### src/hw/rtl/gbi_pkg.sv
// ----------------------------------------------------------------------------
// gbi_pkg: shared constants and types of the gain grid interpolator
// Grid geometry, field widths, bank layout and the inter-stage structs.
// ----------------------------------------------------------------------------
package gbi_pkg;

    // grid geometry and fixed-point format
    localparam int GRID_W     = 52;
    localparam int GRID_H     = 39;
    localparam int FRAC_BITS  = 8;
    localparam int GRID_SIZE  = GRID_W * GRID_H;

    // item field widths
    localparam int IDX_W      = 11;
    localparam int VAL_W      = 16;
    localparam int POS_W      = 14;
    localparam int OUT_W      = 24;
    localparam int INT_W      = POS_W - FRAC_BITS;

    localparam int COL_W      = $clog2(GRID_W);
    localparam int ROW_W      = $clog2(GRID_H);

    // four banks by (row parity, column parity)
    localparam int NUM_BANKS  = 4;
    localparam int BANK_COLS  = (GRID_W + 1) / 2;
    localparam int BANK_ROWS  = (GRID_H + 1) / 2;
    localparam int BANK_DEPTH = BANK_COLS * BANK_ROWS;
    localparam int BADDR_W    = $clog2(BANK_DEPTH);

    // weights are Q0.(2*FRAC_BITS) and reach exactly 2^(2*FRAC_BITS)
    localparam int ONE        = 2 ** FRAC_BITS;
    localparam int WGT_W      = 2 * FRAC_BITS + 1;
    localparam int PROD_W     = VAL_W + 2 * FRAC_BITS;

    // row = (index * DIV_MULT) >> DIV_SHIFT, exact for every 11-bit index
    localparam int DIV_SHIFT  = 18;
    localparam int DIV_MULT   = (2 ** DIV_SHIFT + GRID_W - 1) / GRID_W;
    localparam int DIV_MULT_W = $clog2(DIV_MULT + 1);
    localparam int DPROD_W    = IDX_W + DIV_MULT_W;

    typedef enum logic {
        KIND_WRITE  = 1'b0,
        KIND_SAMPLE = 1'b1
    } gbi_kind_t;

    typedef logic [1:0] gbi_bank_t;

    typedef struct packed {
        logic [ROW_W-1:0] row;
        logic [COL_W-1:0] col;
    } gbi_cell_t;

    // sample info leaving stage 2
    typedef struct packed {
        logic                             smp;
        logic [NUM_BANKS-1:0][WGT_W-1:0]  wgt;
        logic [NUM_BANKS-1:0][1:0]        nsel;
    } gbi_s2_t;

    // grid write leaving stage 2
    typedef struct packed {
        logic             req;
        gbi_bank_t        bank;
        logic [VAL_W-1:0] data;
    } gbi_wr_t;

    typedef struct packed {
        logic en1;
        logic en2;
    } gbi_front_ctl_t;

    typedef struct packed {
        logic busy1;
        logic busy2;
    } gbi_front_sts_t;

    typedef struct packed {
        logic en3;
        logic en4;
        logic en5;
    } gbi_back_ctl_t;

    typedef struct packed {
        logic busy3;
        logic busy4;
        logic busy5;
    } gbi_back_sts_t;

endpackage

### src/hw/rtl/gbi_blend.sv
// ----------------------------------------------------------------------------
// gbi_blend: blend stages 3 to 5
// Routes bank data to neighbors, multiplies by weights, sums and truncates.
// ----------------------------------------------------------------------------
module gbi_blend import gbi_pkg::*; (
    input  logic                            clk,
    input  logic                            rst_n,
    input  gbi_back_ctl_t                   ctl,
    output gbi_back_sts_t                   sts,
    input  logic                            busy2,
    input  gbi_s2_t                         s2_info,
    input  logic [NUM_BANKS-1:0][VAL_W-1:0] rdata,
    output logic [OUT_W-1:0]                gain
);

    logic                             busy3_reg, busy4_reg, busy5_reg;
    gbi_s2_t                          info3_reg;
    logic [NUM_BANKS-1:0][PROD_W-1:0] prod4_reg;
    logic [OUT_W-1:0]                 gain5_reg;

    logic [NUM_BANKS-1:0][PROD_W-1:0] prod4_next;
    logic [PROD_W+1:0]                acc;
    logic [WGT_W+1:0]                 wgt_sum;

    always_comb
    begin
        for (int k = 0; k < NUM_BANKS; k++)
        begin
            prod4_next[k] = rdata[info3_reg.nsel[k]] * info3_reg.wgt[k];
        end
        acc = {2'b00, prod4_reg[0]} + {2'b00, prod4_reg[1]}
            + {2'b00, prod4_reg[2]} + {2'b00, prod4_reg[3]};
        wgt_sum = {2'b00, info3_reg.wgt[0]} + {2'b00, info3_reg.wgt[1]}
                + {2'b00, info3_reg.wgt[2]} + {2'b00, info3_reg.wgt[3]};
    end

    always_ff @(posedge clk or negedge rst_n)
    begin
        if (!rst_n)
        begin
            busy3_reg <= 1'b0;
            busy4_reg <= 1'b0;
            busy5_reg <= 1'b0;
        end
        else
        begin
            if (ctl.en3)
            begin
                busy3_reg <= busy2;
            end
            // write items end here
            if (ctl.en4)
            begin
                busy4_reg <= busy3_reg && info3_reg.smp;
            end
            if (ctl.en5)
            begin
                busy5_reg <= busy4_reg;
            end
        end
    end

    always_ff @(posedge clk)
    begin
        if (ctl.en3)
        begin
            info3_reg <= s2_info;
        end
        if (ctl.en4)
        begin
            prod4_reg <= prod4_next;
        end
        if (ctl.en5)
        begin
            gain5_reg <= acc[FRAC_BITS +: OUT_W];
        end
    end

    assign sts.busy3 = busy3_reg;
    assign sts.busy4 = busy4_reg;
    assign sts.busy5 = busy5_reg;
    assign gain      = gain5_reg;

    // bilinear weights always partition unity
    a_wgt_sum: assert property (@(posedge clk) disable iff (!rst_n)
        busy3_reg && info3_reg.smp |-> wgt_sum == (WGT_W+2)'(ONE * ONE))
        else $error("gbi_blend: weights do not sum to one");

endmodule

### config.mk
export PLATFORM = sky130hd
export DESIGN_NAME = gbi_blend
export DESIGN_NICKNAME = d
export VERILOG_FILES = /design/src/hw/rtl/gbi_pkg.sv /design/src/hw/rtl/gbi_blend.sv
export SDC_FILE = /design/constraint.sdc
export NUM_CORES = 2
export LEC_CHECK = 0
export ABC_AREA = 1
export BUFFER_PORTS_ARGS = -buffer_cell sky130_fd_sc_hd__buf_2
export CORE_MARGIN = 4
export CORE_UTILIZATION = 51
export DETAILED_ROUTE_END_ITERATION = 10
export GPL_ROUTABILITY_DRIVEN = 0
export PLACE_DENSITY = 0.65
export SLEW_MARGIN = 0
export SYNTH_ARGS = -nofsm -noshare
export SYNTH_HDL_FRONTEND = slang
export SYNTH_SLANG_ARGS = --single-unit
### constraint.sdc
create_clock -name clk -period 15.9 [get_ports clk]
set_input_delay 3.18 -clock clk [delete_from_list [all_inputs] [get_ports clk]]
set_output_delay 3.18 -clock clk [all_outputs]
set_load 0.01 [all_outputs]
==> summary.md <==
| Metric | Value |
|---|---|
| Worst slew pin tran | 1.04 ns |
| CTS tree | done |
| Most common cell after layout, fill and taps aside | nand2_1 |
| TritonCTS Buffers | 30 |
| Slew Limit Headroom | 30.5% |
| First-pass GRT wire length | 238 mm |
| Worst Hold Class | reg2reg |
| Clock buffer depth | 3 |
| Antenna violations before repair | 12 |
| Area of the multi-input gates | 36400 um^2 |
| Distinct cells, synth | 39 |
| Area of placed instances | 51400 um^2 |
| Final hold vios | 0 |
| Worst-Skew Late Latency | 0.65 ns |
| Post-synth top area share | 35.9% |
| Final Critical Period | 8.73 ns |
| Initial drt markers | 3931 |
| Kind of critical path | in2reg |
| Fmax | 0.115 GHz |
| Sequential element share of the synthesized area | 14.0% |
| Max_cap viols | 0 |
| Period utilization | 54.9% |
| FP Rows | 114 |
| CORE AREA | 96600 um^2 |
| Final nets | 7803 |
| DRT Pass-1 Iters | 7 |
| Clk root buf | clkbuf_16 |
| Most frequent cells in the layout | nand2_1, inv_1, fa_1 |
| Share of cells above drive strength 1 | 5.32% |
| Fill cells | 9078 |
| Post-CTS Hold Buffers | 0 |
| CP Max Fanout | 14 |
| CP Data Required Time | 16.29 ns |
| Final Skew | 0.0151 ns |
| Setup repair after global routing missed its margin | false |
| Status | finished, final reports clean |
| Pin count of the biggest net entering global routing | 80 |
| Vias in the first global route | 41.7k |
| Setup TNS Final | 0 ns |
| Die height | 320 um |
| # Post-CTS Setup Buffers | 0 |
| Layout area overhead | 5.79% |
| Register area | 6950 um^2 |
| Seq cells post-synth | 232 |
| Synth Warn # | 0 |
| Cell taking the most area after synthesis | fa_1 |
| Post-Syn Instances | 6253 |
| Synth top area cells | fa_1, edfxtp_1, nand2_1 |
| DRT antenna net count | 0 |
| R2r setup slk | 8.60 ns |
| GR Util All Layers | 29.9% |
| Final Max Slew Viols | 0 |
| Resize count post-CTS | 0 |
| Port-buffer cells | 173 |
| CP Launch Type | primary input |
| # IOs | 174 |
| Mapped Area | 49500 um^2 |
| Per-cell routed wire length | 19.8 um |
| Clock-pin transition on the worst setup and hold timing paths | 0.07 ns |
| Avg Cell Area, Syn | 7.92 um^2 |
| Initial Util | 51.3% |
| Htree depth | 1 |
| Clock tree sinks | 232 |
| Critical Path Sink Type | flop |
| Design area | 52400 um^2 |
| Via count | 41.2k |
| Max FFs per register | 128 |
| Overflow left after global routing | 0 |
| DRC | 0 |
| Vias per cell | 5.39 |
| Crit path DAT | 9.12 ns |
| Setup violations, final | 0 |
| Die footprint | 102000 um^2 |
| Total Wirelength | 151 mm |
| Hpwl dp | 126 mm |
| Syn Nets | 7722 |
| Die X | 320 um |
[critical path, cell delays in order]
cell      delay (ns)
buf_2           0.12
nand2_1         0.06
nand3_1         0.10
nand2_1         0.27
inv_2           0.39
nand2_1         0.14
fa_1            0.56
inv_1           0.05
fa_1            0.49
inv_1           0.05
fa_1            0.55
inv_1           0.05
fa_1            0.45
fa_1            0.50
inv_1           0.07
fa_1            0.48
inv_1           0.04
ha_1            0.35
nand2_1         0.21
inv_1           0.06
a21oi_1         0.31
nand3_2         0.21
nand2_1         0.13
inv_1           0.05
o21bai_1        0.11
nand2_1         0.10
[Yosys cell counts, drive strengths merged]
library cell and n:
inv 1425, dfrtp 3, nor4 1, clkbuf 50, o21ai 32, nor2 689
xnor2 11, o21bai 26, nor3b 3, a21oi 106, fa 889, edfxtp 229
xor2 74, clkinv 16, nor3 30, and3 3, nand3 286, nand2 1778
buf 85, a21o 4, o21a 2, nand4 53, and2 14, ha 433
nand3b 10, mux2 1
[area by class of cell]
cell class,count,area share [%]
timing repair buffer,184,1.82
tap,1276,3.05
multi-input combinational,4445,69.5
sequential,232,13.3
clock inverter,19,0.449
inverter,1441,10.3
clock buffer,37,1.50
antenna,8,0.0382
[metrics by stage]
step,utilization [%],hold WS (ns),instances,worst slack (ns)
6_report,54.3,0.519,7642,7.17
5_1_grt,54.2,0.563,7636,6.96
4_1_cts,54.2,0.545,7634,7.26
3_5_place_dp,53.2,0.524,7578,6.54
3_3_place_gp,53.2,0.519,7578,6.60
2_1_floorplan,-,0.444,6253,7.69
[worst paths after layout]
path	from	to	cells after the start
min in group asynchronous	rst_n	busy3_reg$_DFFE_PN0P_	1
setup reg to reg	info3_reg[5]$_DFFE_PP_	prod4_reg[83]$_DFFE_PP_	25
hold reg to reg	info3_reg[76]$_DFFE_PP_	busy4_reg$_DFFE_PN0P_	2
hold / removal	info3_reg[76]$_DFFE_PP_	busy4_reg$_DFFE_PN0P_	2
setup / recovery	rdata[39]	prod4_reg[83]$_DFFE_PP_	26
max in group asynchronous	rst_n	busy4_reg$_DFFE_PN0P_	1
[per-layer routing]
metal | up-vias | wire (um) | track usage [%]
li1 | 18726 | - | -
met1 | 20082 | 62700 | 42.4
met2 | 2051 | 67600 | 47.4
met3 | 312 | 15800 | 5.69
met4 | 6 | 5180 | 7.95
met5 | - | 42 | 0
[cell families (layout without fill, tap and decap cells)]
| logic type | count (synthesis) | after routing | synth area share [%] |
|---|---|---|---|
| and+or+nand+nor | 2867 | 2867 | 23.3 |
| buffers and inverters | 1576 | 1681 | 12.4 |
| adders and majority gates | 1322 | 1322 | 46.9 |
| DFF | 232 | 232 | 14.0 |
| AOI/OAI and AO/OA | 170 | 170 | 1.89 |
| xor gates and xnor gates | 85 | 85 | 1.50 |
| muxes | 1 | 1 | 0.0227 |
| other | 0 | 8 | 0 |
Power is left out: the tool's default activity adds up to more than one toggle a clock period on the data nets, which glitch-free logic cannot reach.
