**src/hw/rtl/gbi_pkg.sv**
```systemverilog
// ----------------------------------------------------------------------------
// gbi_pkg: shared constants and types of the gain grid interpolator
// Grid geometry, field widths, bank layout and the inter-stage structs.
// ----------------------------------------------------------------------------
package gbi_pkg;

    // grid geometry and fixed-point format
    localparam int GRID_W     = 52;
    localparam int GRID_H     = 39;
    localparam int FRAC_BITS  = 8;
    localparam int GRID_SIZE  = GRID_W * GRID_H;

    // item field widths
    localparam int IDX_W      = 11;
    localparam int VAL_W      = 16;
    localparam int POS_W      = 14;
    localparam int OUT_W      = 24;
    localparam int INT_W      = POS_W - FRAC_BITS;

    localparam int COL_W      = $clog2(GRID_W);
    localparam int ROW_W      = $clog2(GRID_H);

    // four banks by (row parity, column parity)
    localparam int NUM_BANKS  = 4;
    localparam int BANK_COLS  = (GRID_W + 1) / 2;
    localparam int BANK_ROWS  = (GRID_H + 1) / 2;
    localparam int BANK_DEPTH = BANK_COLS * BANK_ROWS;
    localparam int BADDR_W    = $clog2(BANK_DEPTH);

    // weights are Q0.(2*FRAC_BITS) and reach exactly 2^(2*FRAC_BITS)
    localparam int ONE        = 2 ** FRAC_BITS;
    localparam int WGT_W      = 2 * FRAC_BITS + 1;
    localparam int PROD_W     = VAL_W + 2 * FRAC_BITS;

    // row = (index * DIV_MULT) >> DIV_SHIFT, exact for every 11-bit index
    localparam int DIV_SHIFT  = 18;
    localparam int DIV_MULT   = (2 ** DIV_SHIFT + GRID_W - 1) / GRID_W;
    localparam int DIV_MULT_W = $clog2(DIV_MULT + 1);
    localparam int DPROD_W    = IDX_W + DIV_MULT_W;

    typedef enum logic {
        KIND_WRITE  = 1'b0,
        KIND_SAMPLE = 1'b1
    } gbi_kind_t;

    typedef logic [1:0] gbi_bank_t;

    typedef struct packed {
        logic [ROW_W-1:0] row;
        logic [COL_W-1:0] col;
    } gbi_cell_t;

    // sample info leaving stage 2
    typedef struct packed {
        logic                             smp;
        logic [NUM_BANKS-1:0][WGT_W-1:0]  wgt;
        logic [NUM_BANKS-1:0][1:0]        nsel;
    } gbi_s2_t;

    // grid write leaving stage 2
    typedef struct packed {
        logic             req;
        gbi_bank_t        bank;
        logic [VAL_W-1:0] data;
    } gbi_wr_t;

    typedef struct packed {
        logic en1;
        logic en2;
    } gbi_front_ctl_t;

    typedef struct packed {
        logic busy1;
        logic busy2;
    } gbi_front_sts_t;

    typedef struct packed {
        logic en3;
        logic en4;
        logic en5;
    } gbi_back_ctl_t;

    typedef struct packed {
        logic busy3;
        logic busy4;
        logic busy5;
    } gbi_back_sts_t;

endpackage

```
**src/hw/rtl/gbi_front.sv**
```systemverilog
// ----------------------------------------------------------------------------
// gbi_front: decode stages 1 and 2
// Splits write indexes into row/column and sample points into neighbor
// cells, weights and per-bank cell addresses.
// ----------------------------------------------------------------------------
module gbi_front import gbi_pkg::*; (
    input  logic                          clk,
    input  logic                          rst_n,
    input  gbi_front_ctl_t                ctl,
    output gbi_front_sts_t                sts,
    input  logic                          in_valid,
    input  gbi_kind_t                     kind,
    input  logic [IDX_W-1:0]              entry_index,
    input  logic [VAL_W-1:0]              entry_value,
    input  logic [POS_W-1:0]              x_pos,
    input  logic [POS_W-1:0]              y_pos,
    output gbi_s2_t                       s2_info,
    output gbi_cell_t [NUM_BANKS-1:0]     s2_cell,
    output gbi_wr_t                       s2_wr
);

    // stage 1 registers
    logic                 busy1_reg;
    logic                 smp1_reg;
    logic [IDX_W-1:0]     idx1_reg;
    logic [VAL_W-1:0]     val1_reg;
    logic [ROW_W-1:0]     wrow1_reg;
    logic                 wok1_reg;
    logic [COL_W-1:0]     c0_reg, c1_reg;
    logic [ROW_W-1:0]     r0_reg, r1_reg;
    logic [FRAC_BITS-1:0] fx_reg, fy_reg;

    // stage 2 registers
    logic                            busy2_reg;
    gbi_s2_t                         info2_reg;
    gbi_cell_t [NUM_BANKS-1:0]       cell2_reg;
    gbi_wr_t                         wr2_reg;

    // stage 1 next values
    logic [INT_W-1:0]     xi, yi;
    logic [FRAC_BITS-1:0] fx_next, fy_next;
    logic [INT_W:0]       xi_up, yi_up;
    logic [ROW_W-1:0]     yc0, yc1;
    logic [COL_W-1:0]     c0_next, c1_next;
    logic [ROW_W-1:0]     r0_next, r1_next;
    logic [DPROD_W-1:0]   dprod;
    logic [ROW_W-1:0]     wrow_next;

    // stage 2 next values
    logic [WGT_W-1:0]                wfx, wfy, wifx, wify;
    logic [COL_W-1:0]                wcol;
    gbi_s2_t                         info2_next;
    gbi_cell_t [NUM_BANKS-1:0]       cell2_next;
    gbi_wr_t                         wr2_next;

    always_comb
    begin
        xi      = x_pos[POS_W-1:FRAC_BITS];
        yi      = y_pos[POS_W-1:FRAC_BITS];
        fx_next = x_pos[FRAC_BITS-1:0];
        fy_next = y_pos[FRAC_BITS-1:0];
        xi_up   = {1'b0, xi} + (INT_W+1)'(fx_next != '0);
        yi_up   = {1'b0, yi} + (INT_W+1)'(fy_next != '0);

        c0_next = (xi > INT_W'(GRID_W - 1)) ? COL_W'(GRID_W - 1) : COL_W'(xi);
        c1_next = (xi_up > (INT_W+1)'(GRID_W - 1)) ? COL_W'(GRID_W - 1) : COL_W'(xi_up);
        yc0     = (yi > INT_W'(GRID_H - 1)) ? ROW_W'(GRID_H - 1) : ROW_W'(yi);
        yc1     = (yi_up > (INT_W+1)'(GRID_H - 1)) ? ROW_W'(GRID_H - 1) : ROW_W'(yi_up);
        // rows run bottom-up in the grid
        r0_next = ROW_W'(GRID_H - 1) - yc0;
        r1_next = ROW_W'(GRID_H - 1) - yc1;

        // index / GRID_W by reciprocal multiply
        dprod     = DPROD_W'(entry_index) * DPROD_W'(DIV_MULT);
        wrow_next = ROW_W'(dprod >> DIV_SHIFT);
    end

    always_ff @(posedge clk or negedge rst_n)
    begin
        if (!rst_n)
        begin
            busy1_reg <= 1'b0;
            busy2_reg <= 1'b0;
        end
        else
        begin
            if (ctl.en1)
            begin
                busy1_reg <= in_valid;
            end
            if (ctl.en2)
            begin
                busy2_reg <= busy1_reg;
            end
        end
    end

    always_ff @(posedge clk)
    begin
        if (ctl.en1)
        begin
            smp1_reg  <= (kind == KIND_SAMPLE);
            idx1_reg  <= entry_index;
            val1_reg  <= entry_value;
            wrow1_reg <= wrow_next;
            wok1_reg  <= (entry_index < IDX_W'(GRID_SIZE));
            c0_reg    <= c0_next;
            c1_reg    <= c1_next;
            r0_reg    <= r0_next;
            r1_reg    <= r1_next;
            fx_reg    <= fx_next;
            fy_reg    <= fy_next;
        end
    end

    always_comb
    begin
        wfx  = WGT_W'(fx_reg);
        wfy  = WGT_W'(fy_reg);
        wifx = WGT_W'(ONE) - wfx;
        wify = WGT_W'(ONE) - wfy;
        wcol = COL_W'(idx1_reg - IDX_W'(wrow1_reg * GRID_W));

        info2_next.smp     = smp1_reg;
        info2_next.wgt[0]  = wifx * wify;
        info2_next.wgt[1]  = wfx * wify;
        info2_next.wgt[2]  = wifx * wfy;
        info2_next.wgt[3]  = wfx * wfy;
        info2_next.nsel[0] = {r0_reg[0], c0_reg[0]};
        info2_next.nsel[1] = {r0_reg[0], c1_reg[0]};
        info2_next.nsel[2] = {r1_reg[0], c0_reg[0]};
        info2_next.nsel[3] = {r1_reg[0], c1_reg[0]};

        // each bank gets the neighbor of matching row and column parity
        for (int b = 0; b < NUM_BANKS; b++)
        begin
            if (smp1_reg)
            begin
                cell2_next[b].row = (r0_reg[0] == b[1]) ? r0_reg : r1_reg;
                cell2_next[b].col = (c0_reg[0] == b[0]) ? c0_reg : c1_reg;
            end
            else
            begin
                cell2_next[b].row = wrow1_reg;
                cell2_next[b].col = wcol;
            end
        end

        wr2_next.req  = !smp1_reg && wok1_reg;
        wr2_next.bank = {wrow1_reg[0], wcol[0]};
        wr2_next.data = val1_reg;
    end

    always_ff @(posedge clk)
    begin
        if (ctl.en2)
        begin
            info2_reg <= info2_next;
            cell2_reg <= cell2_next;
            wr2_reg   <= wr2_next;
        end
    end

    assign sts.busy1 = busy1_reg;
    assign sts.busy2 = busy2_reg;
    assign s2_info   = info2_reg;
    assign s2_cell   = cell2_reg;
    assign s2_wr     = wr2_reg;

    // neighbors are at most one line apart; mirrored rows run downward
    a_nbr_lines: assert property (@(posedge clk) disable iff (!rst_n)
        busy1_reg && smp1_reg |->
            (c1_reg == c0_reg || c1_reg == c0_reg + COL_W'(1)) &&
            (r0_reg == r1_reg || r0_reg == r1_reg + ROW_W'(1)))
        else $error("gbi_front: neighbor lines out of step");

endmodule

```
**config.mk**
```make
export PLATFORM = sky130hd
export DESIGN_NAME = gbi_front
export DESIGN_NICKNAME = d
export VERILOG_FILES = /design/src/hw/rtl/gbi_pkg.sv /design/src/hw/rtl/gbi_front.sv
export SDC_FILE = /design/constraint.sdc
export NUM_CORES = 1
export LEC_CHECK = 0
export BUFFER_PORTS_ARGS = -buffer_cell sky130_fd_sc_hd__clkbuf_2
export CAP_MARGIN = 20
export CORE_UTILIZATION = 57
export DETAILED_ROUTE_END_ITERATION = 6
export GPL_TIMING_DRIVEN = 0
export HOLD_SLACK_MARGIN = 0.05
export PLACE_DENSITY = 0.85
export SETUP_SLACK_MARGIN = 0.5
export SKIP_CTS_REPAIR_TIMING = 1
export SYNTH_ARGS = -nofsm -noshare
export SYNTH_HDL_FRONTEND = slang
export SYNTH_SLANG_ARGS = --single-unit
export TNS_END_PERCENT = 1
```
**constraint.sdc**
```tcl
create_clock -name clk -period 6.9 [get_ports clk]
set_input_delay 1.035 -clock clk [delete_from_list [all_inputs] [get_ports clk]]
set_output_delay 1.035 -clock clk [all_outputs]
set_load 0.005 [all_outputs]
```
==> results_dict.tcl <==
set metrics [dict create \
    outcome "finished, final reports clean" \
    rr_endpoint "s2_info[20]" \
    final_cells 2489 \
    seq_area_um2 5520 \
    critPathSlowestCell "fa_1" \
    timing.hold.ws_ns 0.337 \
    drt_iter0_markers 757 \
    die_w_um 184 \
    grt_pass1_vias 14200 \
    powerDensity_nw_per_um2 363 \
    yosys_warnings 0 \
    fillers 2507 \
    worst_slew_pin_slew_ns 0.934 \
    worst-path-stages 21 \
    ys_seq_elements 184 \
    cts_buffers 17 \
    vias 13500 \
    start_util_pct 58.2 \
    path_cells "inv_1, ha_2, nand2_1, xor2_1, clkbuf_2, nand2_1, fa_1, inv_1, fa_1, ha_1, fa_1, inv_1, fa_1, inv_1, ha_1, o21a_1, a211oi_2, o21bai_1, a21oi_2, nor4b_1, a311o_1" \
    core.rowCount 66 \
    crit_arrival_ns 6.31 \
    nets 2548 \
    synth_edf_count 182 \
    timing.rr.start "fx_reg[1]" \
    placeableCoreArea_um2 32600 \
    gp_congestion 0.944 \
    async_flop_share_pct 1.09 \
    dp_slack_ns 0.495 \
    numClockSinks 184 \
    ff2ff_path_depth 21 \
    cts_tree "built" \
    hp-class "in -> async" \
    worstSkewPairLatency_ns 0.48 \
    criticalPathCategory "reg -> reg" \
    end_kind "flop" \
    numPortBuffers 203 \
    fmax_ghz 0.164 \
    grt_overflow 0 \
    grtUsageTotal_pct 26.5 \
    min_period_over_period_pct 88.2 \
    cts_buffer_depth 2 \
    antenna_left 0 \
    leakagePower_nw 10.6 \
    wl_um 42200 \
    slew_headroom_pct 37.7 \
    routedWlPerCell_um 17.0 \
    ir_worst_vdd_mv 0.270 \
    cp_max_fo 10 \
    clk_root_buffer_cell "clkbuf_16" \
    place_hpwl_um 33600 \
    synth.distinct_cells 72 \
    clk_pin_slew_ns 0.09 \
    htree_levels 4 \
    path_buf_inv 5 \
    syn_area_um2 19000 \
    syn_nets 2324 \
    via_per_inst 5.43 \
    fin_setup_tns_ns 0 \
    area_delta_synth_final_pct 12.1 \
    finalCriticalPeriod_ns 6.09 \
    setup_slack_ns 0.811 \
    avgSynthCellArea_um2 10.5 \
    setup_viol 0 \
    syn_inst 1809 \
    r2r_setup_slack_ns 0.81 \
    maxSlewViolCount 0 \
    grt_pass1_wl_um 69200 \
    max_stage_delay_ns 0.54 \
    synth.yosys.seq_area_share_pct 29.1 \
    pin_count 207 \
    grt_max_degree 114 \
    worstPathRequired_ns 7.12 \
    post-place-cells 2455 \
    rsz0062_at_grt "no" \
    dominantRegCellSynth "edfxtp_1" \
    skew_ns 0.0199 \
    remaining_drc_errors 0 \
    largest_register_ff_count 69 \
    multi_input_area_um2 11800 \
    drive_gt1_share_pct 15.8 \
    die-area_um2 34000 \
    hold_viol_final 0 \
    die_h_um 184 \
    first_pass_iters 7 \
    worstSetupStartpointType "flop" \
    cp_top_family "adder cells" \
    maxCapViolations 0 \
    antenna_found_initial 3 \
]
==> layout by cell type, fill, tap and decap left out, drive strengths merged, types with 16 or more instances in the layout <==
cell type,Yosys,routed
a21o,16,16
nand2,136,136
mux2i,22,22
xor2,19,19
inv,339,348
xnor2,57,57
ha,249,249
buf,48,51
edfxtp,182,182
o21ai,34,34
clkbuf,44,264
nor2,93,93
a21oi,51,51
nand3,16,16
fa,205,205
and2,125,125
==> layer usage <==
metal  share of wire [%]  routed length (um)  GRT usage, %
met1                  39               16400          31.3
met2                  52               21800          46.9
met3                 5.5                2330          4.62
met4                 3.9                1660          12.3
met5               0.054                  23             0
==> Yosys cell counts (15+ instances only) <==
cell type  count  area (um2)
clkbuf_1      44         165
xnor2_1       57         499
nand3_1       15        75.1
and2_1       124         776
inv_1        339        1270
xor2_1        19         166
o21a_1        15         113
nand2_1      136         510
a21o_1        16         120
edfxtp_1     182        5470
a21oi_1       50         250
nor2_1        92         345
mux2i_1       22         220
fa_1         205        4100
buf_4         34         255
ha_1         249        3120
o21ai_0       34         170
==> cell families (layout without fill, tap and decap cells) <==
| group | after synthesis | in the layout | share of synthesized area [%] |
|---|---|---|---|
| buffers and inverters | 431 | 668 | 9.29 |
| other | 1 | 2 | 0.0198 |
| and+or+nand+nor | 449 | 449 | 12.0 |
| xor gates and xnor gates | 76 | 76 | 3.51 |
| DFF | 184 | 184 | 29.1 |
| adders and majority gates | 454 | 454 | 38.0 |
| AOI/OAI and AO/OA | 187 | 187 | 6.68 |
| muxes | 27 | 27 | 1.46 |
==> final cells by class <==
type	count	area share [%]
Antenna cell	1	0.0118
Buffer	92	2.38
Sequential cell	184	25.9
Multi-Input combinational cell	1194	55.3
Clock buffer	18	2.02
Inverter	339	5.98
Timing Repair Buffer	205	4.99
Tap cell	442	2.60
Clock inverter	14	0.782
==> worst max path at each step <==
stage | start | slack (ns) | to
5_1_grt | fx_reg[3] | 0.49 | s2_info[23]
3_5_place_dp | fx_reg[1] | 0.50 | s2_info[23]
4_1_cts | fx_reg[1] | 0.46 | s2_info[23]
2_1_floorplan | fx_reg[1] | 1.34 | s2_info[23]
6_report | fx_reg[1] | 0.81 | s2_info[20]
3_3_place_gp | fx_reg[1] | 0.62 | s2_info[23]
==> where the power goes <==
group          internal (mW)  switching [mW]  total (mW)
combinational           2.19            2.71        4.90
clock                  0.491           0.515        1.01
sequential              1.72          0.0970        1.82
total                   4.40            3.32        7.72
==> metrics by stage <==
stage | util [%] | power (mW) | instance area, um2
finish | 65.2 | 7.72 | 21300
global route | 65.2 | 8.50 | 21300
CTS | 64.9 | 7.76 | 21200
detailed placement | 63.1 | 6.70 | 20600
global placement | 63.0 | 6.45 | 20500
floorplan | - | 5.45 | 19000
Note: power is estimated with default switching activity, not from simulation.
